==> config.mk <==
export PLATFORM = sky130hd
export DESIGN_NAME = ffba_cell
export DESIGN_NICKNAME = d
export VERILOG_FILES = /design/src/hdl/first_fit_block_allocator_assert.svh /design/src/hdl/ffba_pkg.sv /design/src/hdl/ffba_cell.sv
export SDC_FILE = /design/constraint.sdc
export NUM_CORES = 1
export LEC_CHECK = 0
export BUFFER_PORTS_ARGS = -buffer_cell sky130_fd_sc_hd__buf_2
export CORE_ASPECT_RATIO = 1.1
export CORE_UTILIZATION = 33
export DETAILED_ROUTE_END_ITERATION = 10
export GPL_ROUTABILITY_DRIVEN = 0
export PLACE_DENSITY = 0.81
export RECOVER_POWER = 50
export SLEW_MARGIN = 20
export SYNTH_ARGS = -nofsm -noshare
export SYNTH_HDL_FRONTEND = slang
export SYNTH_SLANG_ARGS = --single-unit
==> constraint.sdc <==
create_clock -name clk -period 6.45 [get_ports clk]
set_input_delay 0.9675 -clock clk [delete_from_list [all_inputs] [get_ports clk]]
set_output_delay 0.9675 -clock clk [all_outputs]
set_load 0.1 [all_outputs]
==> src/hdl/first_fit_block_allocator_assert.svh <==
// Assertion macros for the allocator.
`ifndef FIRST_FIT_BLOCK_ALLOCATOR_ASSERT_SVH
`define FIRST_FIT_BLOCK_ALLOCATOR_ASSERT_SVH

// Condition that must hold on every clock edge out of reset.
`define FFBA_ALWAYS(label, expr) \
  label: assert property (@(posedge clk) disable iff (!rst_n) (expr)) \
    else $error("allocator check failed");

// Same-cycle implication.
`define FFBA_IMPLIES(label, ante, cons) \
  label: assert property (@(posedge clk) disable iff (!rst_n) (ante) |-> (cons)) \
    else $error("allocator check failed");

`endif

==> src/hdl/ffba_pkg.sv <==
`default_nettype none
package ffba_pkg;

  localparam int ADDR_W = 20;
  localparam int SIZE_W = 21;
  localparam int OP_W   = 2;
  localparam int ST_W   = 3;

  localparam logic [SIZE_W-1:0] POOL_MAX = SIZE_W'(1) << ADDR_W;

  localparam logic [OP_W-1:0] OP_ALLOC  = 2'd0;
  localparam logic [OP_W-1:0] OP_FREE   = 2'd1;
  localparam logic [OP_W-1:0] OP_RESIZE = 2'd2;

  localparam logic [ST_W-1:0] ST_OK       = 3'd0;
  localparam logic [ST_W-1:0] ST_ZERO     = 3'd1;
  localparam logic [ST_W-1:0] ST_NOFIT    = 3'd2;
  localparam logic [ST_W-1:0] ST_NOTFOUND = 3'd3;
  localparam logic [ST_W-1:0] ST_FREED    = 3'd4;
  localparam logic [ST_W-1:0] ST_FULL     = 3'd5;

  // One table entry
  typedef struct packed {
    logic [ADDR_W-1:0] start;
    logic [SIZE_W-1:0] size;
    logic              used;
  } ent_t;

  // Table update broadcast to all cells
  typedef struct packed {
    logic wr_en;
    logic ins_en;
    logic del_en;
    ent_t wr_ent;
    ent_t ins_ent;
  } ctl_t;

endpackage
`default_nettype wire

==> src/hdl/ffba_cell.sv <==
`default_nettype none
module ffba_cell #(
  parameter int IDX = 0,
  parameter int IW  = 6
) (
  input  wire                   clk,
  input  wire ffba_pkg::ctl_t   ctl,
  input  wire [IW-1:0]          wr_idx,
  input  wire [IW-1:0]          sh_idx,
  input  wire ffba_pkg::ent_t   prev_i,
  input  wire ffba_pkg::ent_t   next_i,
  output ffba_pkg::ent_t        q_o
);
  import ffba_pkg::*;

  localparam logic [IW-1:0] MY = IW'(IDX);

  ent_t ent_r, ent_nxt;

  // shift down on delete, up on insert, else local write
  always_comb begin
    ent_nxt = ent_r;
    if (ctl.del_en && (MY >= sh_idx)) begin
      ent_nxt = next_i;
    end else if (ctl.ins_en && (MY > sh_idx)) begin
      ent_nxt = prev_i;
    end else if (ctl.ins_en && (MY == sh_idx)) begin
      ent_nxt = ctl.ins_ent;
    end else if (ctl.wr_en && (MY == wr_idx)) begin
      ent_nxt = ctl.wr_ent;
    end
  end

  always_ff @(posedge clk) begin
    ent_r <= ent_nxt;
  end

  assign q_o = ent_r;

endmodule
`default_nettype wire

==> impl.org <==
** Placed design
- Post-DP HPWL :: 5.59 mm
- Summing all placed instances gives a cell area of roughly 0.0036 mm^2.
- Input and output buffers added on the ports amount to around 180.

** Setup path
- Critical path cell sequence :: clkbuf_1, nor4_4, o211ai_1, o41ai_1, clkbuf_1
- Among all stages on the critical path, the largest delay is contributed by clkbuf_1.
- The worst setup path is captured at a register.
- In this design, the critical path's most frequently occurring cell is clkbuf_1.
- Crit path launch type :: input pin
- Along the worst path, the maximum fanout reaches 42.
- CP Class :: input pin to register
- Signal arrival time at the worst endpoint :: roughly 4200 ps
- Worst endpoint required time :: around 6300 ps
- Counting both buffers and inverters, the worst setup path holds a total of 2.
- Largest incremental delay on the critical path :: around 1800 ps
- In this design, the largest share of critical-path delay is due to buffers and inverters.

** Layout
- Final instance area :: approximately 0.0036 mm^2
- Fraction of final layout cells sized beyond drive strength 1 :: 41.9%
- P&R area growth vs syn :: 36.4%
- The register with the most flip-flops in the layout has between 40 and 50 of them.
- Number of inserted filler cells in the final layout :: 784
- Post-layout net count :: about 560
- The repair_antennas step left the layout with diodes totalling 0.
- In the final layout, flip-flops and latches occupy 0.00126 mm^2.
- Leading cell type in the layout, fill and taps excluded :: buf_2
- Most used cells in the layout excluding fill and tap cells :: 140 x buf_2, 44 x clkbuf_1, 42 x edfxtp_1
- The multi-input combinational cells in the finished layout cover a total of approximately 0.0012 mm^2.

** Global route
- Wire length of the first global-routing pass :: 12.7 mm
- In the global route stage, overall resource usage came out at between 10% and 20%.
- The initial antenna violation count came to 0.
- Entering global routing, the biggest net connects 47 pins.
- The number of global-route vias before repair is roughly 2.7k.
- Summed over all layers, the global routing overflow is 0.

** Synth
- In this run the biggest area consumer among cell types represents roughly 47% of the synthesized area.
- After synthesis, the netlist uses 19 different library cells.
- Count of yosys warnings during synthesis :: 0
- Yosys attributes the largest share of cell area to edfxtp_1 47%, a221o_1 15%, a41o_1 15%, nor3b_1 12%, buf_6 3.4%.
- Sequential elements use 47.1% of the synthesized area.
- The average instance in the mapped netlist occupies 12.8 um^2.
- Synthesis produced about 210 cells.
- Synthesis-stage register bit count :: between 40 and 50
- Synth area leader :: edfxtp_1
- The number of nets in the synthesized netlist is 393.
- In this run the cell area of the synthesized design comes to about 0.0027 mm^2.

** Min path
- Worst min-delay path class :: input pin to register
- Along the worst hold path, the cell count comes to 2.
- For hold timing, the worst endpoint is q_o[28]$_DFFE_PP_.
- Hold Crit Start :: next_i[28]

** Floorplanning
- Once the floorplan was initialized, standard cells occupied 34.0% of the core.
- Num rows :: 34
- The floorplan step set the die width to about 88 um.
- Area enclosed by the die boundary :: 0.00847 mm^2
- approximately 230 I/O pins were placed.
- After floorplanning, the core was sized to cover approximately 0.0079 mm^2.
- Overall die height :: 96.4 um

** Routing
- DRT antenna net count :: 0
- Wires add up to roughly 8.9 mm.
- The routed layout has 2770 vias.
- In the routed design, unresolved DRC markers number 0.
- Number of DRC markers in iteration 0 :: between 100 and 150
- WL per Instance :: about 19 um
- The first TritonRoute pass finished after 4 iterations.
- After detailed routing, the number of vias per cell comes to 5.77.

** STA
- Post-layout min period :: roughly 4400 ps
- Pin slew with the least headroom to its limit :: 2410 ps
- Final hold violations :: 0
- Max-Slew Margin vs Limit :: -60.4%
- Timing-limited maximum frequency :: 0.229 GHz
- Summed over all failing endpoints, the final setup total negative slack is 0 ps.
- Of the available clock period, the critical path in the final layout requires approximately 68%.
- Number of pins exceeding their max-slew limit in the final report :: 43
- Count of endpoints failing setup in the final report :: 0
- Unrepaired setup endpoints after global routing :: no

** Clock tree
- CTS max path bufs :: 2
- Buffers inserted to repair hold after CTS numbered 0.
- TritonCTS built the clock tree.
- # H-tree levels :: 2
- Root buf cell :: clkbuf_8
- After clock tree synthesis, the clock-pin slew on the worst setup and hold paths is ~90 ps.
- The clock drives 42 sinks.
- The number of gates resized after CTS was 0.
- Num CTS Buffers :: 5
- Setup fix buffers added after clock tree synthesis :: 0

** Power and ir drop
- Power per cell area :: ~180 mW/mm^2
- For this design the static power due to leakage is approximately 1.7 nW.
- The worst-case IR drop observed on VDD is around 0.09 mV.

** Run status
- Failing checks :: max-capacitance violations, max-slew violations
- The run finished, with violations left.

** Job
- Number of maximum-capacitance constraint violations :: 1
==> logic make-up after synthesis <==
kind of cell / count (synthesis) / share of synthesized area (%)
buffers and inverters: 32 / 7.02
AOI/OAI and AO/OA: 86 / 31.9
and+or+nand+nor: 49 / 14.0
DFF: 42 / 47.1
==> power breakdown <==
| group | leakage, nW | internal (mW) | switching (mW) | total [mW] |
|---|---|---|---|---|
| registers | 0.390 | 0.306 | 0.00104 | 0.307 |
| clock network | 0.0579 | 0.114 | 0.0955 | 0.210 |
| logic | 1.25 | 0.0626 | 0.0836 | 0.146 |
| total | 1.70 | 0.483 | 0.180 | 0.663 |
==> how the worst max path moves through the flow <==
stage / startpoint / end / cells after the start
2_1_floorplan: wr_idx[2] / q_o[0]$_DFFE_PP_ / 2
5_1_grt: sh_idx[5] / q_o[8]$_DFFE_PP_ / 5
3_5_place_dp: sh_idx[5] / q_o[19]$_DFFE_PP_ / 5
6_report: sh_idx[5] / q_o[19]$_DFFE_PP_ / 5
4_1_cts: sh_idx[5] / q_o[19]$_DFFE_PP_ / 5
3_3_place_gp: sh_idx[5] / q_o[20]$_DFFE_PP_ / 5
==> final cells by class <==
type / instances / area share, %
clock inverter: 3 / 1.10
clock buffer: 5 / 1.89
tap: 108 / 3.70
multi-input combinational: 135 / 34.1
sequential: 42 / 34.6
timing repair buffer: 187 / 24.7
==> synth_stat cells <==
cell	count
o41ai_1	1
buf_4	1
nor2b_1	1
or4b_1	1
and3_1	1
edfxtp_1	42
a41o_1	41
buf_2	3
nor4_4	1
nor2_1	1
buf_6	8
nand2_1	2
clkbuf_1	20
nand2_4	1
a32o_1	1
nor3b_1	41
o21ai_0	1
a221o_1	41
o211ai_1	1
==> layer usage <==
metal  vias up  GRT usage, %  wire (um)
met5         -             0          0
met2       130          37.6       4790
met4         0          5.74         82
li1       1266             -          -
met1      1366          21.1       3510
met3         8          3.99        559
==> through the flow <==
stage | util [%] | power [mW] | instances | setup WS (ps) | hold WS (ps)
after floorplan | - | 0.399 | 209 | 99.0 | 1170
after detailed placement | 45.5 | 0.459 | 471 | 2620 | 1270
after global placement | 45.5 | 0.454 | 471 | 2700 | 1260
final | 46.4 | 0.663 | 480 | 2090 | 969
after global routing | 46.4 | 0.691 | 480 | 1800 | 964
after CTS | 46.9 | 0.671 | 479 | 2930 | 956
Power figures use the tool's default switching activity.
